--- config.mk ---
export PLATFORM = sky130hd
export DESIGN_NAME = alpb_queue
export DESIGN_NICKNAME = d
export VERILOG_FILES = /design/src/hdl/alpb_pkg.sv /design/src/hdl/alpb_queue.sv
export SDC_FILE = /design/constraint.sdc
export NUM_CORES = 1
export LEC_CHECK = 0
export BUFFER_PORTS_ARGS = -buffer_cell sky130_fd_sc_hd__clkbuf_2
export CAP_MARGIN = 20
export CORE_UTILIZATION = 40
export DETAILED_ROUTE_END_ITERATION = 10
export PLACE_DENSITY = 0.69
export SLEW_MARGIN = 15
export SYNTH_ARGS = -nofsm -noshare
export SYNTH_HDL_FRONTEND = slang
export SYNTH_SLANG_ARGS = --single-unit
--- constraint.sdc ---
create_clock -name clock -period 6.8 [get_ports clock]
set_input_delay 0.34 -clock clock [delete_from_list [all_inputs] [get_ports clock]]
set_output_delay 0.34 -clock clock [all_outputs]
set_load 0.01 [all_outputs]
--- src/hdl/alpb_pkg.sv ---
// Shared types, widths and register codes for the antialiased line pixel blender.
package alpb_pkg;

   localparam int CoordWidth = 13;
   localparam int PixelWidth = 12;
   localparam int ColorWidth = 8;
   localparam int LineWidthWidth = 10;
   localparam int RgbWidth = 24;
   localparam int CsrIndexWidth = 4;
   localparam int CsrDataWidth = 24;
   localparam int Len8Width = 22;
   localparam int UnitWidth = 16;

   localparam int FrameWidthDefault = 2048;
   localparam int FrameHeightDefault = 2048;

   // Register indexes
   localparam logic [CsrIndexWidth-1:0] CSR_START_X = 4'd0;
   localparam logic [CsrIndexWidth-1:0] CSR_START_Y = 4'd1;
   localparam logic [CsrIndexWidth-1:0] CSR_END_X = 4'd2;
   localparam logic [CsrIndexWidth-1:0] CSR_END_Y = 4'd3;
   localparam logic [CsrIndexWidth-1:0] CSR_LINE_WIDTH = 4'd4;
   localparam logic [CsrIndexWidth-1:0] CSR_LINE_RGB = 4'd5;
   localparam logic [CsrIndexWidth-1:0] CSR_LINE_OPACITY = 4'd6;
   localparam logic [CsrIndexWidth-1:0] CSR_ALPHA_ONLY = 4'd7;

   // Reset values
   localparam logic [LineWidthWidth-1:0] LINE_WIDTH_RESET = 10'd16;
   localparam logic [RgbWidth-1:0] LINE_RGB_RESET = 24'hFFFFFF;
   localparam logic [ColorWidth-1:0] LINE_OPACITY_RESET = 8'd255;

   // Line geometry derived from the endpoints
   typedef struct packed {
      logic busy;
      logic line_ok;
      logic [Len8Width-1:0] len8;
      logic signed [UnitWidth-1:0] ux;
      logic signed [UnitWidth-1:0] uy;
   } geom_type;

   // Classified pixel passed from front to back
   typedef struct packed {
      logic write_enable;
      logic [ColorWidth-1:0] alpha;
      logic [ColorWidth-1:0] dest_red;
      logic [ColorWidth-1:0] dest_green;
      logic [ColorWidth-1:0] dest_blue;
   } pix_type;

endpackage

--- src/hdl/alpb_queue.sv ---
// Two-entry queue between the front and back pipelines.
module alpb_queue
   import alpb_pkg::*;
(
   input  logic clock,
   input  logic reset,
   input  logic push,
   input  pix_type push_data,
   output logic full,
   output logic not_empty,
   input  logic pop,
   output pix_type pop_data
);

   pix_type mem_ff [2];
   logic wr_ptr_ff, rd_ptr_ff;
   logic [1:0] count_ff;

   assign full = (count_ff == 2'd2);
   assign not_empty = (count_ff != 2'd0);
   assign pop_data = mem_ff[rd_ptr_ff];

   always_ff @(posedge clock) begin
      if (reset) begin
         wr_ptr_ff <= 1'b0;
         rd_ptr_ff <= 1'b0;
         count_ff <= 2'd0;
      end else begin
         if (push) wr_ptr_ff <= !wr_ptr_ff;
         if (pop) rd_ptr_ff <= !rd_ptr_ff;
         count_ff <= count_ff + 2'(push) - 2'(pop);
      end
      if (push) mem_ff[wr_ptr_ff] <= push_data;
   end

   a_no_overflow: assert property (@(posedge clock) disable iff (reset) !(push && full))
      else $error("queue push while full");
   a_no_underflow: assert property (@(posedge clock) disable iff (reset) !(pop && !not_empty))
      else $error("queue pop while empty");
   a_count_range: assert property (@(posedge clock) disable iff (reset) count_ff != 2'd3)
      else $error("queue count out of range");
   a_ptr_track: assert property (@(posedge clock) disable iff (reset)
      (count_ff == 2'd0 || count_ff == 2'd2) |-> (wr_ptr_ff == rd_ptr_ff))
      else $error("queue pointers disagree with count");

endmodule

==> flow_metrics.tcl <==
set metrics [dict create \
    cts_buffers 9 \
    finalClockSkew_ns 0.00384 \
    fmax_mhz 439 \
    combPwrFrac_pct 12.2 \
    grt_pass1_vias 1330 \
    cp_data_required_time_ns 6.46 \
    synth.avg_cell_area_um2 22.2 \
    ys_ff_latch 71 \
    dieHeight_um 85.0 \
    fp.dieArea_um2 7230 \
    synth.distinct_cells 14 \
    grt_antenna_before_repair 0 \
    synth_top_family_by_area "multiplexers" \
    post_cts_buffers 0 \
    cts_root_buf "clkbuf_8" \
    port_buffers 71 \
    critPathKind "flop to output port" \
    core-area_um2 6490 \
    clk_path_buf_depth 2 \
    drive_gt1_share_pct 59.1 \
    setup_slack_ns 4.52 \
    routed_wl_mm 4.34 \
    drt-wirelength-per-cell_um 15.2 \
    dp_hpwl_mm 2.90 \
    fin_tns_setup_ns 0 \
    final_cell_mix "clkbuf_2 (71), edfxtp_1 (66), mux2_4 (30)" \
    postCtsResizedCells 0 \
    p_seq_share_pct 53.9 \
    synthesis.nets 163 \
    synth_compound_area_share_pct 0 \
    synth_area_um2 2760 \
    p_per_area_nw_per_um2 292 \
    final_common_cell "clkbuf_2" \
    startpoint_type "flop" \
    drc_errors 0 \
    n_antenna_cell 0 \
    rows 29 \
    end_kind "output port" \
    synth_xor_area_share_pct 1.45 \
    power_uw 981 \
    fin_crit_sh_pct 33.5 \
    grt_pass1_wl_mm 6.76 \
    switching_share_pct 21.9 \
    first_pass_iters 4 \
    hp-class "primary input to flop" \
    syn_to_final_growth_pct 21.7 \
    placed_cell_area_um2 3150 \
    clkTransAtPathRegs_ns 0.07 \
    dr_total_vias 1312 \
    synth_top_area_share_pct 71.9 \
    postRouteAntennaNets 0 \
    drv_cap 0 \
    ys_seq_area_share_pct 75.5 \
    tritoncts "built" \
    p_leak_uw 0.00137 \
    switching_power_uw 214 \
    worst_slew_pin_slew_ns 1.07 \
    peakVddDrop_mv 0.112 \
    setup_violations 0 \
    grt.overflow.total 0 \
    final_util_pct 51.6 \
    grt_usage_pct 13.2 \
    crit_fanout 33 \
    synth_fa_ha_area_share_pct 0.908 \
    clock_sinks 71 \
    initial_utilization_pct 42.4 \
    period_minus_slack_ns 2.28 \
    routabilityCongestion 0.680 \
    synth_mux_area_share_pct 17.6 \
    die_w_um 85.0 \
    fin_nets 242 \
    p_int_uw 766 \
    worstPathArrival_ns 1.94 \
    holdBufCountCts 0 \
    maxSlewHeadroom_pct 28.6 \
    fin_area_um2 3350 \
    grt_max_degree 34 \
    h-tree-depth 3 \
    clk_latency_ns 0.34 \
    drt_iter0_drc 49 \
    synth_simple_gate_area_share_pct 1.68 \
    io_pins 72 \
    pre_cts_ws_ns 4.83 \
    synth_largest_area_cell "edfxtp_1" \
    hold_viol_final 0 \
    synthCells 124 \
    ys_warn_count 0 \
    synth_area_leaders "edfxtp_1 (72%), mux2_4 (16%), dfxtp_1 (3.6%)" \
    vias_per_cell 4.60 \
    outcome "complete, no violations" \
    p_clk_share_pct 34.0 \
    slew_violations 0 \
    grt_setup_unrepaired "no" \
]
==> per-layer routing <==
| layer | routed length (um) | GRT usage (%) |
|---|---|---|
| met5 | 0 | 0 |
| met4 | 101 | 6.93 |
| met3 | 189 | 5.54 |
| met2 | 2380 | 22.0 |
| met1 | 1670 | 14.3 |
==> path summary, 6_finish.rpt <==
path | startpoint | end | slack (ns) | depth (start not counted)
worst min-delay path | push_data[9] | mem_ff[0][9]$_DFFE_PP_ | 0.19 | 1
worst max register to register | wr_ptr_ff$_SDFFE_PP0P_ | mem_ff[1][4]$_DFFE_PP_ | 5.04 | 2
worst min register to register | rd_ptr_ff$_SDFFE_PP0P_ | rd_ptr_ff$_SDFFE_PP0P_ | 0.52 | 2
worst max-delay path | flop | pop_data[1] | 4.52 | 2
==> power by group through the flow <==
stage	Sequential [uW]	Combinational, uW	Clock, uW
CTS	530	122	342
global route	532	129	363
global placement	537	119	0
finish	528	119	333
floorplan	526	91.5	0
detailed placement	539	122	0
==> Yosys cell counts <==
cell and n:
xnor2_1 2, nor2b_1 3, mux2_2 3, nor2_1 4
xnor3_1 1, and2_1 1, mux2_4 30, or2_2 1
edfxtp_1 66, dfxtp_1 5, ha_1 2, buf_6 1
buf_12 3, inv_1 2
==> per-stage QoR <==
stage               instances  hold slack (ns)
finish                    285            0.186
global placement          269            0.497
global route              285            0.162
floorplan                 124            0.412
detailed placement        269            0.506
CTS                       285            0.169
==> registers in the layout, summed over array words and instances (netlist names), named ones only <==
signal / cells
mem_ff: 66
count_ff: 2
rd_ptr_ff: 1
wr_ptr_ff: 1
==> layout make-up <==
type                    instances  area, um^2
clock inverters                 4        45.0
repair buffers                 72         363
well taps                      77        96.3
flip-flops and latches         71        2080
fillers                       530        3140
inverters                       2        7.51
clock buffers                  12         155
multi-input cells              47         603
==> kinds of logic after synthesis <==
kind of cell,count (synthesis)
XOR/XNOR,3
adder cells (fa/ha/maj),2
buffers and inverters,6
flip-flops,71
multiplexers,33
AND/OR/NAND/NOR,9
==> worst max-delay path, cell delays in order, from the launching register on <==
cell and delay [ns]:
dfxtp_2 1.04, mux2_2 0.43, clkbuf_2 0.13
Power figures use the tool's default switching activity.
