**config.mk**
```make
export PLATFORM = sky130hd
export DESIGN_NAME = alpb_front
export DESIGN_NICKNAME = d
export VERILOG_FILES = /design/src/hdl/alpb_pkg.sv /design/src/hdl/alpb_front.sv
export SDC_FILE = /design/constraint.sdc
export NUM_CORES = 2
export LEC_CHECK = 0
export BUFFER_PORTS_ARGS = -buffer_cell sky130_fd_sc_hd__clkbuf_2
export CAP_MARGIN = 40
export CORE_UTILIZATION = 70
export CTS_CLUSTER_DIAMETER = 40
export DETAILED_ROUTE_END_ITERATION = 7
export PLACE_DENSITY = 0.95
export SYNTH_ARGS = -nofsm -noshare
export SYNTH_HDL_FRONTEND = slang
export SYNTH_SLANG_ARGS = --single-unit
```
**constraint.sdc**
```tcl
create_clock -name clock -period 23.1 [get_ports clock]
set_input_delay 4.62 -clock clock [delete_from_list [all_inputs] [get_ports clock]]
set_output_delay 4.62 -clock clock [all_outputs]
set_load 0.01 [all_outputs]
```
**src/hdl/alpb_pkg.sv**
```systemverilog
// Shared types, widths and register codes for the antialiased line pixel blender.
package alpb_pkg;

   localparam int CoordWidth = 13;
   localparam int PixelWidth = 12;
   localparam int ColorWidth = 8;
   localparam int LineWidthWidth = 10;
   localparam int RgbWidth = 24;
   localparam int CsrIndexWidth = 4;
   localparam int CsrDataWidth = 24;
   localparam int Len8Width = 22;
   localparam int UnitWidth = 16;

   localparam int FrameWidthDefault = 2048;
   localparam int FrameHeightDefault = 2048;

   // Register indexes
   localparam logic [CsrIndexWidth-1:0] CSR_START_X = 4'd0;
   localparam logic [CsrIndexWidth-1:0] CSR_START_Y = 4'd1;
   localparam logic [CsrIndexWidth-1:0] CSR_END_X = 4'd2;
   localparam logic [CsrIndexWidth-1:0] CSR_END_Y = 4'd3;
   localparam logic [CsrIndexWidth-1:0] CSR_LINE_WIDTH = 4'd4;
   localparam logic [CsrIndexWidth-1:0] CSR_LINE_RGB = 4'd5;
   localparam logic [CsrIndexWidth-1:0] CSR_LINE_OPACITY = 4'd6;
   localparam logic [CsrIndexWidth-1:0] CSR_ALPHA_ONLY = 4'd7;

   // Reset values
   localparam logic [LineWidthWidth-1:0] LINE_WIDTH_RESET = 10'd16;
   localparam logic [RgbWidth-1:0] LINE_RGB_RESET = 24'hFFFFFF;
   localparam logic [ColorWidth-1:0] LINE_OPACITY_RESET = 8'd255;

   // Line geometry derived from the endpoints
   typedef struct packed {
      logic busy;
      logic line_ok;
      logic [Len8Width-1:0] len8;
      logic signed [UnitWidth-1:0] ux;
      logic signed [UnitWidth-1:0] uy;
   } geom_type;

   // Classified pixel passed from front to back
   typedef struct packed {
      logic write_enable;
      logic [ColorWidth-1:0] alpha;
      logic [ColorWidth-1:0] dest_red;
      logic [ColorWidth-1:0] dest_green;
      logic [ColorWidth-1:0] dest_blue;
   } pix_type;

endpackage

```
**src/hdl/alpb_front.sv**
```systemverilog
// Front pipeline: accept pixels, project onto the line, derive coverage and alpha.
module alpb_front
   import alpb_pkg::*;
#(
   parameter int FRAME_WIDTH = FrameWidthDefault,
   parameter int FRAME_HEIGHT = FrameHeightDefault
) (
   input  logic clock,
   input  logic reset,
   input  logic req_valid,
   output logic req_ready,
   input  logic [PixelWidth-1:0] req_pixel_x,
   input  logic [PixelWidth-1:0] req_pixel_y,
   input  logic [ColorWidth-1:0] req_dest_red,
   input  logic [ColorWidth-1:0] req_dest_green,
   input  logic [ColorWidth-1:0] req_dest_blue,
   input  logic [CoordWidth-1:0] start_x,
   input  logic [CoordWidth-1:0] start_y,
   input  logic [LineWidthWidth-1:0] line_width,
   input  logic [ColorWidth-1:0] line_opacity,
   input  geom_type geom,
   output logic push,
   output pix_type push_data,
   input  logic q_full
);

   logic en, acc;
   logic va_ff, vb_ff, vc_ff, vd_ff, ve_ff;
   logic oka_ff, okb_ff, okc_ff, okd_ff;
   logic [3*ColorWidth-1:0] da_ff, db_ff, dc_ff, dd_ff;
   logic signed [21:0] pxa_ff, pya_ff;
   logic signed [37:0] pa_ff, pb_ff, pc_ff, pd_ff;
   logic [24:0] nc_ff;
   logic signed [25:0] tc_ff;
   logic [8:0] cd_ff;
   pix_type pe_ff;

   logic signed [13:0] dfx, dfy;
   logic signed [38:0] nsum, tsum, nmag, tmag, nr, tr;
   logic [24:0] tm;
   logic signed [27:0] n28, t28, hw28, l828, c1, c2;
   logic ok_d;
   logic [16:0] aprod;

   assign en = !ve_ff || !q_full;
   assign req_ready = en && !geom.busy;
   assign acc = req_valid && req_ready;
   assign push = ve_ff && !q_full;
   assign push_data = pe_ff;

   // Stage A: pixel center relative to the start point
   assign dfx = $signed({2'b00, req_pixel_x}) - $signed({start_x[12], start_x});
   assign dfy = $signed({2'b00, req_pixel_y}) - $signed({start_y[12], start_y});

   // Stage C: rounded cross and along distances
   always_comb begin
      nsum = {pb_ff[37], pb_ff} - {pa_ff[37], pa_ff};
      tsum = {pc_ff[37], pc_ff} + {pd_ff[37], pd_ff};
      nmag = nsum[38] ? -nsum : nsum;
      tmag = tsum[38] ? -tsum : tsum;
      nr = nmag + 39'sd8192;
      tr = tmag + 39'sd8192;
      tm = tr[38:14];
   end

   // Stage D: coverage from edge and end falloff
   always_comb begin
      n28 = $signed({3'b000, nc_ff});
      t28 = {{2{tc_ff[25]}}, tc_ff};
      hw28 = $signed({15'b0, line_width, 3'b000});
      l828 = $signed({6'b0, geom.len8});
      ok_d = okc_ff && (n28 <= hw28 + 28'sd256) && (t28 >= -28'sd256)
             && (t28 <= l828 + 28'sd256);
      c1 = (n28 > hw28) ? 28'sd256 - (n28 - hw28) : 28'sd256;
      if (t28 < 0 && (28'sd256 + t28) < c1) c2 = 28'sd256 + t28;
      else if (t28 > l828 && (28'sd256 - (t28 - l828)) < c1) c2 = 28'sd256 - (t28 - l828);
      else c2 = c1;
      if (c2 < 0) c2 = '0;
   end

   assign aprod = 17'(cd_ff * line_opacity) + 17'd128;

   always_ff @(posedge clock) begin
      if (reset) begin
         va_ff <= 1'b0;
         vb_ff <= 1'b0;
         vc_ff <= 1'b0;
         vd_ff <= 1'b0;
         ve_ff <= 1'b0;
      end else if (en) begin
         va_ff <= acc;
         vb_ff <= va_ff;
         vc_ff <= vb_ff;
         vd_ff <= vc_ff;
         ve_ff <= vd_ff;
      end
      // Advance payload with the valids
      if (en) begin
         pxa_ff <= {dfx, 8'h80};
         pya_ff <= {dfy, 8'h80};
         oka_ff <= geom.line_ok && ({1'b0, req_pixel_x} < 13'(FRAME_WIDTH))
                   && ({1'b0, req_pixel_y} < 13'(FRAME_HEIGHT));
         da_ff <= {req_dest_red, req_dest_green, req_dest_blue};
         pa_ff <= pxa_ff * geom.uy;
         pb_ff <= pya_ff * geom.ux;
         pc_ff <= pxa_ff * geom.ux;
         pd_ff <= pya_ff * geom.uy;
         okb_ff <= oka_ff;
         db_ff <= da_ff;
         nc_ff <= nr[38:14];
         tc_ff <= tsum[38] ? -$signed({1'b0, tm}) : $signed({1'b0, tm});
         okc_ff <= okb_ff;
         dc_ff <= db_ff;
         cd_ff <= c2[8:0];
         okd_ff <= ok_d;
         dd_ff <= dc_ff;
         pe_ff.alpha <= aprod[15:8];
         pe_ff.write_enable <= okd_ff && (aprod[15:8] != 8'd0);
         pe_ff.dest_red <= dd_ff[23:16];
         pe_ff.dest_green <= dd_ff[15:8];
         pe_ff.dest_blue <= dd_ff[7:0];
      end
   end

endmodule

```
==> results.cfg <==
[grt]
met2_usage_pct = 63.6
grt.total_usage_pct = 38.4
busiest_layer = met2
grt_first_pass_wirelength_um = 269000
antenna_found_initial = 10
use_met3_pct = 9.44
first_global_vias = 52995
grt_max_degree = 145
grt_overflow = 0
met1_usage_pct = 44.1

[floorplan]
start_util_pct = 71.0
dieArea_um2 = 89500
die_w_um = 299
dieHeight_um = 299
core-area_um2 = 87200
rows = 108
ios = 187

[finish]
fillers = 5318
regArea_um2 = 10400
drive_above_1_share_pct = 5.90
nNetsFinal = 8316
multi_input_area_um2 = 46100
fin_area_um2 = 65800
area_delta_synth_final_pct = 6.35

[worst_setup_path]
r2r-end = pb_ff[37]$_DFFE_PN_
end_kind = flop
max_stage_delay_ps = 610
worstSetupStartpoint = geom[19]
crit_slowest_cell = clkbuf_2
r2r-start = pya_ff[12]$_DFFE_PN_
reg2reg_depth = 27
cp.arrival_ps = 12370
cp.required_ps = 23530
crit_fanout = 30
cp-start-kind = input pin
timing_worst_setup_path_type = in -> reg
r2r_slack_ps = 15000

[synth]
ys_ff_latch = 348
yosys-mux-area-fraction_pct = 0.360
synth.most_common_cell = inv_1
synth_warnings = 0
synth-simple-area-share_pct = 15.9
synth_area_per_cell_um2 = 9.51
synth_compound_area_share_pct = 8.77
yosysTopAreaCellShare_pct = 31.9
synth_top_area_cell = fa_1
synth_top_family_by_area = adder cells
synthAdderAreaFrac_pct = 44.4
synthCells = 6502
yosys-top-cells-count = inv_1, fa_1, nand2_1
syn_nets = 8256
synthDistinctLibCells = 107
synth_ff_type = edfxtp_1
async_flop_share_pct = 0
synth_xor_area_share_pct = 5.09
synthesis.area_um2 = 61800
synth_edf_count = 343
seq_area_frac_synth_pct = 16.8
yosys-top-cells-area = fa_1, edfxtp_1, ha_1

[clock_tree]
hold_buffers = 0
htreeDepth = 2
cts_tree = built
cts_sinks = 348
cts_buffer_depth = 3
insertion_delay_ps = 690
clkSlewWorstSetupHoldPaths_ps = 60
postCtsSetupBuffers = 0
cts_resized = 0
numCtsBuffers = 54
cts_root_buf = clkbuf_16

[outcome]
violations = design-rule violations
status = finished, violations left

[sta]
setup_viol = 0
finalCritPeriodShare_pct = 51.7
rsz0062_at_grt = no
setup_tns_ps = 0
skew_ps = 53.6
hold_viol_final = 0
relSlewSlack_pct = 34.9
period_needed_ps = 11940
tightest_slew_ps = 977
slew_violations = 0
max_freq_mhz = 83.7

[min_path]
worstHoldStart = dd_ff[14]$_DFFE_PN_
hold_depth = 0
hold_path_end = push_data[14]$_DFFE_PN_
hp-class = reg -> reg

[routing]
drtPass1Iterations = 8
wl_per_cell_um = 21.7
ant_nets = 0
vias = 48903
drc_errors = 2
vias_per_cell = 6.29
wl_um = 168000
first_iter_violations = 4630

[place]
place_hpwl_um = 128000
port_buffers = 186
place_congestion = 0.972
place_area_um2 = 63700

[flow_run]
cap_violations = 0
layer usage:
metal / up-vias / routed length [um]
met1: 23726 / 57600
met5: - / 26
met2: 3042 / 79600
met4: 4 / 13600
li1: 21080 / -
met3: 1051 / 17500
sequential cells by signal, summed over array words and instances (netlist names), 24 cells and up:
signal / flops
db_ff: 24
push_data: 33
pb_ff: 30
pa_ff: 30
dc_ff: 24
nc_ff: 25
da_ff: 24
pc_ff: 31
pd_ff: 31
tc_ff: 26
dd_ff: 24
placed cells by master (no fill, tap or decap), types with 13 or more instances in the layout:
master	n
buf_4	44
a21boi_0	14
o211ai_1	27
edfxtp_1	343
nor4_1	20
mux2i_1	14
a31oi_1	30
and2_1	428
fa_1	987
or2_2	14
nand4_1	51
nor2b_1	52
ha_1	615
and3_1	27
a21oi_1	205
inv_1	1189
a211oi_1	37
or4_1	13
o21bai_1	39
clkbuf_2	186
nand3_1	101
nor2_1	242
xor2_1	84
nand2b_1	76
o31ai_1	16
a21o_1	96
or3_1	27
nand2_1	696
o21ai_0	139
o21a_1	43
xnor2_1	270
nor3b_1	25
clkbuf_16	54
nor3_1	109
logic make-up (layout without fill, tap and decap cells):
logic type | Yosys count | after routing
compound gates | 808 | 808
xor+xnor | 356 | 356
fa+ha+maj | 1603 | 1603
buf+inv | 1420 | 1523
flops | 348 | 348
mux | 21 | 21
other cells | 0 | 11
simple gates | 1946 | 1946
metrics by stage:
| stage | utilization (%) | hold slack (ps) | worst slack [ps] | cells |
|---|---|---|---|---|
| final | 75.5 | 415 | 11160 | 7771 |
| after global routing | 75.4 | 420 | 10790 | 7761 |
| after global placement | 73.1 | 400 | 10950 | 7656 |
| after floorplan | - | 400 | 10090 | 6502 |
| after CTS | 75.4 | 418 | 11250 | 7758 |
| after detailed placement | 73.1 | 405 | 10610 | 7659 |
worst max path at each step:
stage	to	slack [ps]	cells past startpoint
3_5_place_dp	pb_ff[37]$_DFFE_PN_	10610	26
3_3_place_gp	pb_ff[37]$_DFFE_PN_	10950	26
4_1_cts	pb_ff[37]$_DFFE_PN_	11250	27
6_report	pb_ff[37]$_DFFE_PN_	11160	27
5_1_grt	pb_ff[37]$_DFFE_PN_	10790	27
2_1_floorplan	cd_ff[0]$_SDFFCE_PP0N_	10090	2
worst max-delay path: cells and delay by family:
| family | cells | cell delay [ps] |
|---|---|---|
| AND/OR/NAND/NOR | 1 | 170 |
| AO/OA/AOI/OAI | 14 | 3830 |
| XOR/XNOR | 1 | 80 |
| adder cells (fa/ha/maj) | 7 | 2840 |
| buffers and inverters | 4 | 790 |
layout make-up:
type                    count  area share (%)
clock inverters            42           0.982
inverters                1189            6.78
multi-input cells        4734            70.1
well taps                1155            2.20
diodes                     11          0.0418
repair buffers            235            2.01
flip-flops and latches    348            15.8
clock buffers              57            2.07
Power is left out: the tool's default activity adds up to more than one toggle a clock period on the data nets, which glitch-free logic cannot reach.
