[config.mk]
export PLATFORM = sky130hd
export DESIGN_NAME = alpb_geom
export DESIGN_NICKNAME = d
export VERILOG_FILES = /design/src/hdl/alpb_pkg.sv /design/src/hdl/alpb_geom.sv
export SDC_FILE = /design/constraint.sdc
export NUM_CORES = 1
export LEC_CHECK = 0
export BUFFER_PORTS_ARGS = -buffer_cell sky130_fd_sc_hd__buf_2
export CAP_MARGIN = 15
export CORE_ASPECT_RATIO = 1.4
export CORE_MARGIN = 4
export CORE_UTILIZATION = 39
export CTS_CLUSTER_DIAMETER = 60
export CTS_CLUSTER_SIZE = 12
export DETAILED_ROUTE_END_ITERATION = 10
export SLEW_MARGIN = 10
export SYNTH_ARGS = -nofsm -noshare
export SYNTH_HDL_FRONTEND = slang
export SYNTH_SLANG_ARGS = --single-unit
[constraint.sdc]
create_clock -name clock -period 11.6 [get_ports clock]
set_clock_uncertainty 0.05 [all_clocks]
set_input_delay 0.58 -clock clock [delete_from_list [all_inputs] [get_ports clock]]
set_output_delay 0.58 -clock clock [all_outputs]
set_load 0.02 [all_outputs]
[src/hdl/alpb_pkg.sv]
// Shared types, widths and register codes for the antialiased line pixel blender.
package alpb_pkg;

   localparam int CoordWidth = 13;
   localparam int PixelWidth = 12;
   localparam int ColorWidth = 8;
   localparam int LineWidthWidth = 10;
   localparam int RgbWidth = 24;
   localparam int CsrIndexWidth = 4;
   localparam int CsrDataWidth = 24;
   localparam int Len8Width = 22;
   localparam int UnitWidth = 16;

   localparam int FrameWidthDefault = 2048;
   localparam int FrameHeightDefault = 2048;

   // Register indexes
   localparam logic [CsrIndexWidth-1:0] CSR_START_X = 4'd0;
   localparam logic [CsrIndexWidth-1:0] CSR_START_Y = 4'd1;
   localparam logic [CsrIndexWidth-1:0] CSR_END_X = 4'd2;
   localparam logic [CsrIndexWidth-1:0] CSR_END_Y = 4'd3;
   localparam logic [CsrIndexWidth-1:0] CSR_LINE_WIDTH = 4'd4;
   localparam logic [CsrIndexWidth-1:0] CSR_LINE_RGB = 4'd5;
   localparam logic [CsrIndexWidth-1:0] CSR_LINE_OPACITY = 4'd6;
   localparam logic [CsrIndexWidth-1:0] CSR_ALPHA_ONLY = 4'd7;

   // Reset values
   localparam logic [LineWidthWidth-1:0] LINE_WIDTH_RESET = 10'd16;
   localparam logic [RgbWidth-1:0] LINE_RGB_RESET = 24'hFFFFFF;
   localparam logic [ColorWidth-1:0] LINE_OPACITY_RESET = 8'd255;

   // Line geometry derived from the endpoints
   typedef struct packed {
      logic busy;
      logic line_ok;
      logic [Len8Width-1:0] len8;
      logic signed [UnitWidth-1:0] ux;
      logic signed [UnitWidth-1:0] uy;
   } geom_type;

   // Classified pixel passed from front to back
   typedef struct packed {
      logic write_enable;
      logic [ColorWidth-1:0] alpha;
      logic [ColorWidth-1:0] dest_red;
      logic [ColorWidth-1:0] dest_green;
      logic [ColorWidth-1:0] dest_blue;
   } pix_type;

endpackage

[src/hdl/alpb_geom.sv]
// Sequential unit that derives segment length and unit direction from the endpoints.
module alpb_geom
   import alpb_pkg::*;
(
   input  logic clock,
   input  logic reset,
   input  logic restart,
   input  logic [CoordWidth-1:0] start_x,
   input  logic [CoordWidth-1:0] start_y,
   input  logic [CoordWidth-1:0] end_x,
   input  logic [CoordWidth-1:0] end_y,
   output geom_type geom
);

   localparam logic [2:0] G_IDLE = 3'd0;
   localparam logic [2:0] G_LOAD = 3'd1;
   localparam logic [2:0] G_SUMSQ = 3'd2;
   localparam logic [2:0] G_SQRT = 3'd3;
   localparam logic [2:0] G_DXI = 3'd4;
   localparam logic [2:0] G_DIVX = 3'd5;
   localparam logic [2:0] G_DYI = 3'd6;
   localparam logic [2:0] G_DIVY = 3'd7;

   logic [2:0] state_ff, state_in;
   logic [4:0] cnt_ff, cnt_in;
   logic signed [13:0] dx_ff, dx_in, dy_ff, dy_in;
   logic [27:0] lsq_ff, lsq_in;
   logic [43:0] rad_ff, rad_in;
   logic [24:0] rem_ff, rem_in;
   logic [Len8Width-1:0] root_ff, root_in;
   logic [21:0] drem_ff, drem_in;
   logic [14:0] num_ff, num_in;
   logic [14:0] q_ff, q_in;
   logic signed [UnitWidth-1:0] ux_ff, ux_in, uy_ff, uy_in;

   logic [24:0] rem_sh, trial;
   logic [22:0] r2;
   logic [34:0] numer;
   logic [12:0] mag_d;
   logic [14:0] qc;
   logic signed [27:0] sq_sum;

   always_comb begin
      state_in = state_ff;
      cnt_in = cnt_ff;
      dx_in = dx_ff;
      dy_in = dy_ff;
      lsq_in = lsq_ff;
      rad_in = rad_ff;
      rem_in = rem_ff;
      root_in = root_ff;
      drem_in = drem_ff;
      num_in = num_ff;
      q_in = q_ff;
      ux_in = ux_ff;
      uy_in = uy_ff;
      rem_sh = {rem_ff[22:0], rad_ff[43:42]};
      trial = {1'b0, root_ff, 2'b01};
      r2 = {drem_ff, num_ff[14]};
      mag_d = (state_ff == G_DYI) ? 13'(dy_ff[13] ? -dy_ff : dy_ff)
                                  : 13'(dx_ff[13] ? -dx_ff : dx_ff);
      numer = {mag_d, 22'b0} + 35'(root_ff >> 1);
      sq_sum = dx_ff * dx_ff + dy_ff * dy_ff;
      qc = 15'd0;
      case (state_ff)
         G_IDLE: begin
         end
         // Latch endpoint differences
         G_LOAD: begin
            dx_in = {end_x[12], end_x} - {start_x[12], start_x};
            dy_in = {end_y[12], end_y} - {start_y[12], start_y};
            state_in = G_SUMSQ;
         end
         G_SUMSQ: begin
            lsq_in = 28'(sq_sum);
            rad_in = {lsq_in, 16'b0};
            rem_in = '0;
            root_in = '0;
            cnt_in = 5'd21;
            state_in = G_SQRT;
         end
         // One root digit per cycle
         G_SQRT: begin
            if (rem_sh >= trial) begin
               rem_in = rem_sh - trial;
               root_in = {root_ff[Len8Width-2:0], 1'b1};
            end else begin
               rem_in = rem_sh;
               root_in = {root_ff[Len8Width-2:0], 1'b0};
            end
            rad_in = {rad_ff[41:0], 2'b00};
            cnt_in = cnt_ff - 5'd1;
            if (cnt_ff == 5'd0) state_in = G_DXI;
         end
         G_DXI, G_DYI: begin
            drem_in = {2'b00, numer[34:15]};
            num_in = numer[14:0];
            q_in = '0;
            cnt_in = 5'd14;
            state_in = (state_ff == G_DXI) ? G_DIVX : G_DIVY;
         end
         // One quotient bit per cycle
         G_DIVX, G_DIVY: begin
            if (r2 >= {1'b0, root_ff}) begin
               drem_in = 22'(r2 - {1'b0, root_ff});
               q_in = {q_ff[13:0], 1'b1};
            end else begin
               drem_in = r2[21:0];
               q_in = {q_ff[13:0], 1'b0};
            end
            num_in = {num_ff[13:0], 1'b0};
            cnt_in = cnt_ff - 5'd1;
            qc = (q_in > 15'd16384) ? 15'd16384 : q_in;
            if (cnt_ff == 5'd0) begin
               if (state_ff == G_DIVX) begin
                  ux_in = dx_ff[13] ? -$signed({1'b0, qc}) : $signed({1'b0, qc});
                  state_in = G_DYI;
               end else begin
                  uy_in = dy_ff[13] ? -$signed({1'b0, qc}) : $signed({1'b0, qc});
                  state_in = G_IDLE;
               end
            end
         end
         default: state_in = G_IDLE;
      endcase
      if (restart) state_in = G_LOAD;
   end

   always_ff @(posedge clock) begin
      if (reset) begin
         state_ff <= G_LOAD;
         cnt_ff <= '0;
      end else begin
         state_ff <= state_in;
         cnt_ff <= cnt_in;
      end
      dx_ff <= dx_in;
      dy_ff <= dy_in;
      lsq_ff <= lsq_in;
      rad_ff <= rad_in;
      rem_ff <= rem_in;
      root_ff <= root_in;
      drem_ff <= drem_in;
      num_ff <= num_in;
      q_ff <= q_in;
      ux_ff <= ux_in;
      uy_ff <= uy_in;
   end

   assign geom.busy = (state_ff != G_IDLE);
   assign geom.line_ok = (lsq_ff != 28'd0);
   assign geom.len8 = root_ff;
   assign geom.ux = ux_ff;
   assign geom.uy = uy_ff;

endmodule

==> metrics.md <==
| Metric | Value |
|---|---|
| R2R setup slack | between 3 and 4 ns |
| Fin crit period | slightly above 8 ns |
| Clock latency on the worst-skew pair | roughly 0.57 ns |
| Placeable core area | between 60000 and 70000 um^2 |
| Crit. End Element | register |
| Worst path slowest cell | edfxtp_1 |
| Post-synthesis instance area | 26320 um^2 |
| Most used cell, CP | fa_1 |
| Initial antenna violation count | 0 |
| Via count | between 15k and 20k |
| Critical path depth | 24 |
| Die width | about 230 um |
| Clock Root Buffer | clkbuf_16 |
| Final setup vio count | 0 |
| Max incr delay on CP | 0.86 ns |
| Residual DRC | 0 |
| Area grow syn2layout | 8.309% |
| Reg clk slew, reported paths | 0.06 ns |
| Final WL | 65580 um |
| FP Rows | 112 |
| Register area share after synthesis | between 20% and 30% |
| DR vias/cell | 5.116 |
| Max transition margin | 26.33% |
| Post-cts sizing count | 0 |
| RR Endpoint | rad_ff[36] |
| Initial Util | 39.38% |
| Worst hold path class | input port to register |
| Port bufs | 110 |
| Die Y | between 300 and 400 um |
| Nets@finish | 3362 |
| I/O Pins | between 100 and 150 |
| H-tree depth | 1 |
| R2R Path Start | dx_ff[5] |
| Initial DRC count | 949 |
| Number of synthesized flops with an enable pin | 212 |
| Worst slew pin tran | between 1 and 1.5 ns |
| Gr usage total | 18.90% |
| CTS tree | yes |
| Share of cells above drive strength 1 | ~6.8% |
| Post-synthesis async set-or-reset flop share | 0% |
| Die ar. | a little over 70000 um^2 |
| GRT overflow | 0 |
| Period utilization | a little over two thirds |
| HP Start | restart |
| Top cell family by delay on the critical path | adder cells |
| WHS Path Cells | 2 |
| CTS buffer count | 26 |
| Status | complete, no violations |
| Final GP Congestion | 0.9030 |
| CTS sink count | 220 |
| Worst Hold Path EP | state_ff[2] |
| Max Cap Violations | 0 |
| Reg2reg path depth | 24 |
| Critical Path, Cell by Cell | inv_1, nor2_1, fa_1, inv_1, fa_1, inv_1, ha_1, inv_1, fa_1, inv_1, fa_1, fa_1, fa_1, ha_1, ha_1, a211oi_1, o21ai_0, a21o_1, a21oi_1, o21ai_0, o41ai_1, o21bai_1, xor2_1, mux2_2 |
| Avg Inst Size Synth | approximately 10 um^2 |
| WP buf/inv | 5 |
| CTS Buffer Depth | 3 |
| Synth Warn # | 0 |
| RSZ-0062 raised after global routing | no |
| Crit-path max FO | 14 |
| DR pass1 iterations | 5 |
| CP Launch Type | register |
| Post-CTS Setup Bufs | 0 |
| FF+latch count, synth | 220 |
| Ys flop type | edfxtp_1 |
| Max Freq | 122.4 MHz |
| Pin count of the biggest net entering global routing | 82 |
| Crit path arrival time | between 8 and 9 ns |
| Vias in the first global route | approximately 20k |
| Final Max Slew Viols | 0 |
| Final HPWL DP | about 53000 um |
| Final hold vios | 0 |
| Post-CTS Hold Buffers | 0 |
| Critical path class | register to register |
| WP data required | 11.85 ns |
| Setup tns final | 0 ns |
| Routed WL per cell | ~18 um |
| Final ANT Viol Nets | 0 |
| Post-synth net total | 3296 |
| Syn Inst Count | roughly 2.6k |
| Netlist cell types | 63 |
| ANT cells | 0 |
| First-pass GRT wire length | 107700 um |
sequential cells by signal (all words and copies together) (netlist names), 5 cells and up:
signal,count
q_ff,14
dx_ff,14
num_ff,15
rem_ff,23
drem_ff,22
rad_ff,28
cnt_ff,5
root_ff,22
uy_ff,16
lsq_ff,28
ux_ff,16
dy_ff,14
worst reg2reg max path: cells and delay by family (launching register included):
kind / cells / cell delay [ns]
and+or+nand+nor: 1 / 0.35
DFF: 1 / 0.86
adders and majority gates: 9 / 3.60
AOI/OAI and AO/OA: 7 / 1.93
muxes: 1 / 0.27
xor gates and xnor gates: 1 / 0.18
buffers and inverters: 5 / 0.69
metal layers:
| layer | track usage, % | up-vias | routed length, um |
|---|---|---|---|
| li1 | - | 8487 | - |
| met1 | 21.97 | 9257 | 24880 |
| met2 | 35.75 | 422 | 35530 |
| met3 | 1.885 | 128 | 2425 |
| met4 | 6.769 | 0 | 2742 |
| met5 | 0 | - | 0 |
final cells by class:
class / instances / area, um^2
multi-input combinational: 1769 / 17360
sequential: 220 / 6528
timing repair buffer: 127 / 678.2
clock inverter: 8 / 85.08
clock buffer: 37 / 691.9
inverter: 560 / 2102
tap: 855 / 1070
fill: 6480 / 38330
how the worst max path moves through the flow:
stage / endpoint / start
4_1_cts: rad_ff[43] / dy_ff[2]
5_1_grt: rad_ff[36] / dx_ff[5]
3_3_place_gp: rad_ff[43] / dy_ff[2]
3_5_place_dp: rad_ff[43] / dy_ff[2]
6_report: rad_ff[36] / dx_ff[5]
2_1_floorplan: rad_ff[43] / dy_ff[13]
stage by stage:
step | cells | hold WS (ns) | util, % | instance area, um^2 | setup slack, ns
6_report | 3576 | 0.1381 | 42.65 | 28510 | 3.428
5_1_grt | 3576 | 0.1174 | 42.65 | 28510 | 2.901
4_1_cts | 3576 | 0.09807 | 42.65 | 28510 | 3.404
3_5_place_dp | 3531 | 0.4473 | 41.49 | 27730 | 3.453
3_3_place_gp | 3531 | 0.4386 | 41.49 | 27730 | 3.555
2_1_floorplan | 2638 | 0.4311 | - | 26320 | 3.298
cell usage after synthesis (23+ instances only):
cell / n / area (um^2)
xor2_1: 48 / 420.4
nor2_1: 165 / 619.3
fa_1: 406 / 8128
clkbuf_1: 76 / 285.3
ha_1: 197 / 2465
and2_1: 83 / 519.3
nand2_1: 254 / 953.4
a21o_1: 29 / 217.7
inv_1: 558 / 2095
edfxtp_1: 212 / 6366
nor2b_1: 40 / 250.2
and3_1: 23 / 143.9
o21ai_0: 74 / 370.4
a21oi_1: 77 / 385.4
nand2b_1: 23 / 143.9
xnor2_1: 91 / 797.0
cells by family after synthesis:
family	synth area share (%)
and+or+nand+nor	12.07
buffers and inverters	9.335
adders and majority gates	40.24
AOI/OAI and AO/OA	7.772
DFF	24.79
xor gates and xnor gates	4.625
muxes	1.146
other	0.01425
cells in the final DEF (no fill, tap or decap), drive strengths merged, types with 4 or more instances in the layout:
| master | n |
|---|---|
| clkbuf | 37 |
| and3 | 23 |
| nor4 | 14 |
| a221oi | 4 |
| nor2b | 40 |
| inv | 561 |
| mux2 | 9 |
| a21o | 29 |
| and2 | 83 |
| a31oi | 16 |
| a22oi | 7 |
| o21bai | 12 |
| o21ai | 74 |
| or3 | 7 |
| o31ai | 14 |
| buf | 127 |
| o211ai | 11 |
| clkinv | 6 |
| nor2 | 165 |
| fa | 406 |
| xnor2 | 91 |
| o21a | 10 |
| nand2 | 254 |
| a21boi | 7 |
| o31a | 4 |
| nand2b | 23 |
| or2 | 8 |
| nand4 | 8 |
| a211oi | 19 |
| xor2 | 48 |
| a21oi | 77 |
| o41ai | 8 |
| edfxtp | 212 |
| dfxtp | 8 |
| nand3 | 22 |
| o22ai | 4 |
| ha | 197 |
| mux2i | 20 |
| nor3 | 19 |
Power is not shown: default switching activity piles up to over one toggle a cycle in this logic, so the estimate is an artifact.
