===== src/hdl/alpb_pkg.sv =====
// Shared types, widths and register codes for the antialiased line pixel blender.
package alpb_pkg;

   localparam int CoordWidth = 13;
   localparam int PixelWidth = 12;
   localparam int ColorWidth = 8;
   localparam int LineWidthWidth = 10;
   localparam int RgbWidth = 24;
   localparam int CsrIndexWidth = 4;
   localparam int CsrDataWidth = 24;
   localparam int Len8Width = 22;
   localparam int UnitWidth = 16;

   localparam int FrameWidthDefault = 2048;
   localparam int FrameHeightDefault = 2048;

   // Register indexes
   localparam logic [CsrIndexWidth-1:0] CSR_START_X = 4'd0;
   localparam logic [CsrIndexWidth-1:0] CSR_START_Y = 4'd1;
   localparam logic [CsrIndexWidth-1:0] CSR_END_X = 4'd2;
   localparam logic [CsrIndexWidth-1:0] CSR_END_Y = 4'd3;
   localparam logic [CsrIndexWidth-1:0] CSR_LINE_WIDTH = 4'd4;
   localparam logic [CsrIndexWidth-1:0] CSR_LINE_RGB = 4'd5;
   localparam logic [CsrIndexWidth-1:0] CSR_LINE_OPACITY = 4'd6;
   localparam logic [CsrIndexWidth-1:0] CSR_ALPHA_ONLY = 4'd7;

   // Reset values
   localparam logic [LineWidthWidth-1:0] LINE_WIDTH_RESET = 10'd16;
   localparam logic [RgbWidth-1:0] LINE_RGB_RESET = 24'hFFFFFF;
   localparam logic [ColorWidth-1:0] LINE_OPACITY_RESET = 8'd255;

   // Line geometry derived from the endpoints
   typedef struct packed {
      logic busy;
      logic line_ok;
      logic [Len8Width-1:0] len8;
      logic signed [UnitWidth-1:0] ux;
      logic signed [UnitWidth-1:0] uy;
   } geom_type;

   // Classified pixel passed from front to back
   typedef struct packed {
      logic write_enable;
      logic [ColorWidth-1:0] alpha;
      logic [ColorWidth-1:0] dest_red;
      logic [ColorWidth-1:0] dest_green;
      logic [ColorWidth-1:0] dest_blue;
   } pix_type;

endpackage


===== src/hdl/alpb_back.sv =====
// Back pipeline: blend the line color or accumulate opacity, hold the result beat.
module alpb_back
   import alpb_pkg::*;
(
   input  logic clock,
   input  logic reset,
   input  logic q_not_empty,
   output logic pop,
   input  pix_type pop_data,
   input  logic [RgbWidth-1:0] line_rgb,
   input  logic alpha_only,
   output logic rsp_valid,
   input  logic rsp_ready,
   output logic rsp_write_enable,
   output logic [ColorWidth-1:0] rsp_new_red,
   output logic [ColorWidth-1:0] rsp_new_green,
   output logic [ColorWidth-1:0] rsp_new_blue
);

   localparam logic [15:0] Recip255 = 16'd32897;

   logic en;
   logic vx_ff, vy_ff;
   logic wex_ff, wey_ff;
   logic [15:0] sr_ff, sg_ff, sb_ff;
   logic [3*ColorWidth-1:0] dx_ff, oy_ff;
   logic [ColorWidth-1:0] a, ia, dr, dg, db, cr, cg, cb;
   logic [31:0] qr, qg, qb;

   assign en = !vy_ff || rsp_ready;
   assign pop = q_not_empty && en;

   // Pick destination and source per channel
   always_comb begin
      a = pop_data.alpha;
      ia = 8'd255 - a;
      if (alpha_only) begin
         dr = pop_data.dest_red;
         dg = pop_data.dest_red;
         db = pop_data.dest_red;
         cr = 8'd255;
         cg = 8'd255;
         cb = 8'd255;
      end else begin
         dr = pop_data.dest_red;
         dg = pop_data.dest_green;
         db = pop_data.dest_blue;
         cr = line_rgb[7:0];
         cg = line_rgb[15:8];
         cb = line_rgb[23:16];
      end
   end

   // Divide by 255 through the reciprocal
   assign qr = sr_ff * Recip255;
   assign qg = sg_ff * Recip255;
   assign qb = sb_ff * Recip255;

   always_ff @(posedge clock) begin
      if (reset) begin
         vx_ff <= 1'b0;
         vy_ff <= 1'b0;
      end else if (en) begin
         vx_ff <= pop;
         vy_ff <= vx_ff;
      end
      if (en) begin
         sr_ff <= 16'(dr * ia) + 16'(cr * a) + 16'd127;
         sg_ff <= 16'(dg * ia) + 16'(cg * a) + 16'd127;
         sb_ff <= 16'(db * ia) + 16'(cb * a) + 16'd127;
         wex_ff <= pop_data.write_enable;
         dx_ff <= {pop_data.dest_red, pop_data.dest_green, pop_data.dest_blue};
         wey_ff <= wex_ff;
         oy_ff <= wex_ff ? {qr[30:23], qg[30:23], qb[30:23]} : dx_ff;
      end
   end

   assign rsp_valid = vy_ff;
   assign rsp_write_enable = wey_ff;
   assign rsp_new_red = oy_ff[23:16];
   assign rsp_new_green = oy_ff[15:8];
   assign rsp_new_blue = oy_ff[7:0];

endmodule


===== config.mk =====
export PLATFORM = sky130hd
export DESIGN_NAME = alpb_back
export DESIGN_NICKNAME = d
export VERILOG_FILES = /design/src/hdl/alpb_pkg.sv /design/src/hdl/alpb_back.sv
export SDC_FILE = /design/constraint.sdc
export NUM_CORES = 1
export LEC_CHECK = 0
export ABC_AREA = 1
export BUFFER_PORTS_ARGS = -buffer_cell sky130_fd_sc_hd__buf_2
export CORE_AREA = 3 3 223 159
export DETAILED_ROUTE_END_ITERATION = 7
export DIE_AREA = 0 0 226 162
export PLACE_DENSITY = 0.82
export SLEW_MARGIN = 10
export SYNTH_ARGS = -nofsm -noshare
export SYNTH_HDL_FRONTEND = slang
export SYNTH_SLANG_ARGS = --single-unit

===== constraint.sdc =====
create_clock -name clock -period 8.1 [get_ports clock]
set_input_delay 1.215 -clock clock [delete_from_list [all_inputs] [get_ports clock]]
set_output_delay 1.215 -clock clock [all_outputs]
set_load 0.01 [all_outputs]

==> flow_summary.yaml, run 1 <==
status:
  status: "finished clean"
critical_path:
  crit_path_end_kind: "flop"
  crit_required_ns: 8.22
  critical_path_class: "input pin to flop"
  cp_max_fo: 25
  startpoint_type: "input pin"
  cp.arrival_ns: 7.22
  r2r_setup_slack_ns: 4.57
clock_tree:
  root_buffer: "clkbuf_16"
  cts_hold_buffers: 0
  cts.sinks: 100
  insertion_delay_ns: 0.40
  cts_resized: 0
  clk_path_buf_depth: 2
  cts_buffers: 9
  cts_tree: "built"
  htreeDepth: 3
  postCtsSetupRepairBufs: 0
  path_clk_slew_ns: 0.09
floorplanning:
  io_pins: 89
  start_util: 0.640
  die_h_um: 162
  core_area_sq_um: 33400
  die_area_sq_um: 36600
  rows: 56
  dieWidth_um: 226
layout:
  syn_to_final_growth_pct: 5.77
  insertedDiodeCount: 0
  multi_input_area_sq_um: 16000
  nFillCells: 2801
  design_area_sq_um: 22600
  post_route_cells_drive_above_1_share: 0.0625
  final_util: 0.677
  regArea_sq_um: 2980
  finish.net_count: 3384
grt:
  overflow: 0
  grt_usage: 0.331
  grt_max_degree: 67
  grt_pass1_wl_um: 93000
  antenna_found_initial: 0
  grt_pass1_vias: 17600
sta:
  worst_slew_margin_rel: 0.230
  slew_violations: 0
  holdWs_ns: 0.478
  period_share: 0.877
  setup_viol: 0
  final.setup.tns_ns: 0
  hold_viol_final: 0
  post-route-min-period_ns: 7.10
  fmax_mhz: 141
  tightest_slew_ns: 1.15
  rsz0062_at_grt: "false"
  fin_skew_ns: 0.0226
logic_synthesis:
  synthArstFlopShare: 0
  synth_warnings: 0
  synthDistinctLibCells: 41
  synthCells: 2582
  synth_ff_type: "edfxtp_1"
  ys_seq_elements: 100
  synth.net_count: 3315
  syn_area_sq_um: 21400
  synth-edff-count: 98
  ys_seq_area_frac: 0.139
  syn_avg_cell_area_sq_um: 8.29
run:
  maxCapViolCount: 0
drt:
  vias: 17500
  drc: 0
  drtIter0Drc: 1498
  routedWlPerCell_um: 18.8
  first_pass_iters: 7
  routed_wirelength_um: 58200
  postRouteAntennaNets: 0
  viasPerCell: 5.67
place:
  gp_congestion: 0.952
  hpwl_um: 48400
  port_buffers: 88
  dpl-instance-area_sq_um: 22300
min_path:
  holdCritPathClass: "flop to flop"
[cell families after synthesis]
group | Yosys count | synth area share
compound gates | 168 | 0.0462
fa+ha+maj | 671 | 0.501
flops | 100 | 0.139
buf+inv | 632 | 0.112
xor+xnor | 46 | 0.0188
simple gates | 965 | 0.183
[cells in the final DEF, fill, tap and decap left out, drive strengths merged, types with 3 or more instances in the layout]
| cell type | n |
|---|---|
| nand3b | 9 |
| edfxtp | 98 |
| buf | 106 |
| nand3 | 75 |
| ha | 362 |
| nand2 | 486 |
| xnor2 | 20 |
| a21o | 12 |
| o21bai | 9 |
| xor2 | 26 |
| and2 | 4 |
| clkinv | 6 |
| a31oi | 3 |
| nor3 | 15 |
| inv | 583 |
| nor2 | 351 |
| nand4 | 24 |
| clkbuf | 10 |
| o21a | 5 |
| o21ai | 35 |
| fa | 309 |
| a21oi | 96 |
[Yosys cell counts (2+ instances only)]
library cell,number,area [sq um]
edfxtp_1,98,2940
ha_1,362,4530
nand2_2,5,31.3
a21oi_1,85,425
inv_1,568,2130
a21o_1,12,90.1
nand2_1,481,1810
buf_2,5,25.0
nor3_1,11,55.1
buf_1,3,11.3
nand3_2,3,30.0
nand3_1,72,360
a31oi_1,3,18.8
a21oi_2,11,96.3
o21a_1,5,37.5
nor2_4,2,22.5
dfxtp_1,2,40.0
fa_1,309,6190
o21bai_1,9,67.6
and2_1,4,25.0
nand3b_1,9,67.6
nor2_2,3,18.8
nor3_2,4,40.0
a211oi_2,2,25.0
xnor2_1,20,175
inv_2,11,41.3
a21boi_1,2,15.0
xor2_1,26,228
o21ai_0,22,110
buf_4,2,15.0
clkbuf_1,38,143
nor2_1,346,1300
o21ai_1,12,60.1
clkinv_1,5,18.8
nand4_1,24,150
[sequential cells by signal, summed over array words and instances (netlist names), 16 cells and up]
signal,cells
dx_ff,24
oy_ff,24
sb_ff,16
sg_ff,16
sr_ff,16
[path summary, 6_finish.rpt]
path / startpoint / to / depth (start not counted)
setup / recovery: alpha_only / sb_ff[12] / 21
hold / removal: vx_ff / vx_ff / 2
setup reg to reg: sr_ff[12] / oy_ff[23] / 14
hold reg to reg: vx_ff / vx_ff / 2
[final cells by class]
cell class | count | area share
tap | 435 | 0.0241
clock buffer | 10 | 0.0101
sequential | 100 | 0.132
inverter | 584 | 0.0970
timing repair buffer | 106 | 0.0254
multi-input combinational | 1850 | 0.708
clock inverter | 6 | 0.00337
[metal layers]
metal | global-route usage | wire [um] | vias to the layer above
met4 | 0.0768 | 1120 | 0
met5 | 0 | 0 | -
met1 | 0.480 | 25600 | 8506
met2 | 0.484 | 24600 | 839
li1 | - | - | 8094
met3 | 0.108 | 6910 | 95
[stage by stage]
stage / setup slack [ns] / cells
after floorplan: 1.84 / 2582
after global placement: 1.01 / 3075
after detailed placement: 0.778 / 3075
after CTS: 1.15 / 3091
after global routing: 0.669 / 3091
final: 1.00 / 3091
[worst max-delay path, cell delays in order]
cell     delay [ns]
buf_2          0.43
inv_2          0.32
a21oi_1        0.71
nor2_1         0.13
fa_1           0.53
inv_1          0.05
fa_1           0.47
fa_1           0.52
inv_1          0.06
fa_1           0.48
fa_1           0.49
inv_1          0.05
fa_1           0.47
inv_1          0.05
ha_1           0.33
a21oi_1        0.23
o21ai_0        0.16
a21oi_1        0.24
nor2_1         0.07
nor2_1         0.12
xnor2_1        0.08
Power of run 1 is not shown: default switching activity piles up to over one toggle a cycle in this logic, so the estimate is an artifact.
==> inputs of run 2 (changes only) <==
- CELL_PAD_IN_SITES_DETAIL_PLACEMENT: unset -> 0
- CELL_PAD_IN_SITES_GLOBAL_PLACEMENT: unset -> 1
- CORE_AREA: 3 3 223 159 -> 3 3 252 180
- DIE_AREA: 0 0 226 162 -> 0 0 255 183
- PLACE_DENSITY: 0.82 -> unset
- PLACE_DENSITY_LB_ADDON: unset -> 0.1
- RECOVER_POWER: unset -> 25
==> flow_summary.yaml, run 2 (synthesis gave the netlist of run 1 again) <==
status:
  status: "finished with violations"
  violations: "max-capacitance violations, max-slew violations"
critical_path:
  cp_slowest_cell: "fa_1"
  cp.arrival_ns: 6.93
  timing.rr.start: "sb_ff[13]"
  critical_path_class: "input pin to flop"
  crit_required_ns: 8.24
  reg2regPathDepth: 14
  path_buf_inv: 6
  cp.depth: 21
  timing.rr.end: "oy_ff[3]"
  max_stage_delay_ns: 0.54
  r2r_setup_slack_ns: 4.60
  cp_cell_sequence: "buf_2 > inv_2 > a21oi_1 > inv_2 > nand2_1 > fa_1 > fa_1 > inv_1 > fa_1 > fa_1 > fa_1 > inv_1 > fa_1 > inv_1 > ha_1 > nand2_1 > nor2_1 > nand3_1 > nand4_1 > a21oi_1 > xor2_1"
  cp_max_fo: 23
  startpoint_type: "input pin"
  path_delay_family: "adder cells"
  crit_path_end_kind: "flop"
  crit_top_cell: "fa_1"
sta:
  worst_slew_margin_rel: -0.171
  tightest_slew_ns: 1.75
  holdWs_ns: 0.460
  slew_violations: 64
  post-route-min-period_ns: 6.78
  final.setup.tns_ns: 0
  hold_viol_final: 0
  setup_viol: 0
  period_share: 0.837
  setup_ws_ns: 1.32
  fin_skew_ns: 0.0117
  fmax_mhz: 147
  rsz0062_at_grt: "false"
layout:
  finish.net_count: 3394
  syn_to_final_growth_pct: 6.62
  regArea_sq_um: 2980
  top_regs: "dx_ff: 24 flops, oy_ff: 24 flops"
  final_cell_mix: "inv_1, nand2_1, ha_1"
  multi_input_area_sq_um: 16000
  post_route_cells_drive_above_1_share: 0.0566
  final_common_cell: "inv_1"
  nFillCells: 4227
grt:
  grt_max_degree: 64
  overflow: 0
  grt_pass1_wl_um: 92700
  antenna_found_initial: 4
  grt_pass1_vias: 16700
  grt_usage: 0.261
drt:
  drc: 0
  postRouteAntennaNets: 0
  drtIter0Drc: 1427
  routed_wirelength_um: 58200
  routedWlPerCell_um: 18.0
  wl_met3_um: 4140
  wl_met2_um: 23400
  first_pass_iters: 6
  viasPerCell: 5.24
  drt-met1-wl_um: 29700
  vias: 16900
  maxUsedRoutingLayer: "met4"
place:
  gp_congestion: 0.939
  post-place-ws_ns: 0.983
  port_buffers: 88
  hpwl_um: 49500
floorplanning:
  dieWidth_um: 255
  die_area_sq_um: 46700
  core_area_sq_um: 43200
  start_util: 0.495
  io_pins: 89
  rows: 64
  die_h_um: 183
min_path:
  min_delay_path_depth: 2
  hold-path-endpoint: "vx_ff"
  holdCritPathClass: "flop to flop"
  hp-start: "vx_ff"
clock_tree:
  postCtsSetupRepairBufs: 0
  cts_resized: 0
  root_buffer: "clkbuf_16"
  cts_hold_buffers: 0
  cts_tree: "built"
  cts_buffers: 9
  htreeDepth: 3
  insertion_delay_ns: 0.39
  clk_path_buf_depth: 2
  cts.sinks: 100
  path_clk_slew_ns: 0.08
run:
  maxCapViolCount: 2
[run 2: changes by cell type in the layout (fill, tap and decap cells not counted)]
cell	before	now
buf_4	18	27
inv_4	1	0
buf_2	88	64
clkbuf_1	1	25
inv_8	1	0
bufinv_16	1	0
clkinv_1	5	6
inv_6	3	4
clkinvlp_2	0	1
diode_2	0	4
clkinvlp_4	0	1
[run 2: cell type report]
class	instances	share of cell area
clock buffers	9	0.00987
inverters	584	0.0962
well taps	561	0.0308
flip-flops and latches	100	0.131
diodes	4	0.000439
multi-input cells	1850	0.703
clock inverters	7	0.00241
repair buffers	116	0.0270
[run 2: routing by layer]
| layer | vias up | global-route usage |
|---|---|---|
| met4 | 0 | 0.0531 |
| met5 | - | 0 |
| li1 | 8114 | - |
| met2 | 480 | 0.363 |
| met1 | 8274 | 0.417 |
| met3 | 48 | 0.0533 |
[run 2: metrics by stage]
| step | util | cell area, sq um | cells |
|---|---|---|---|
| finish | 0.527 | 22800 | 3231 |
| CTS | 0.528 | 22800 | 3227 |
| floorplan | - | 21400 | 2582 |
| global route | 0.527 | 22800 | 3230 |
| detailed placement | 0.522 | 22600 | 3211 |
| global placement | 0.522 | 22600 | 3211 |
[run 2: worst max-delay path by stage]
| stage | from | end | slack [ns] |
|---|---|---|---|
| detailed placement | alpha_only | sb_ff[15] | 0.98 |
| floorplan | alpha_only | sb_ff[13] | 1.84 |
| global route | alpha_only | sb_ff[15] | 1.08 |
| global placement | pop_data[28] | sg_ff[12] | 1.16 |
| finish | alpha_only | sb_ff[15] | 1.32 |
| CTS | alpha_only | sb_ff[15] | 1.41 |
[run 2: worst min-delay path, stage by stage (launching register included)]
cell,delay [ns]
dfxtp_1,0.31
nand2_1,0.06
a21oi_1,0.05
Power of run 2 is left out for the same reason.
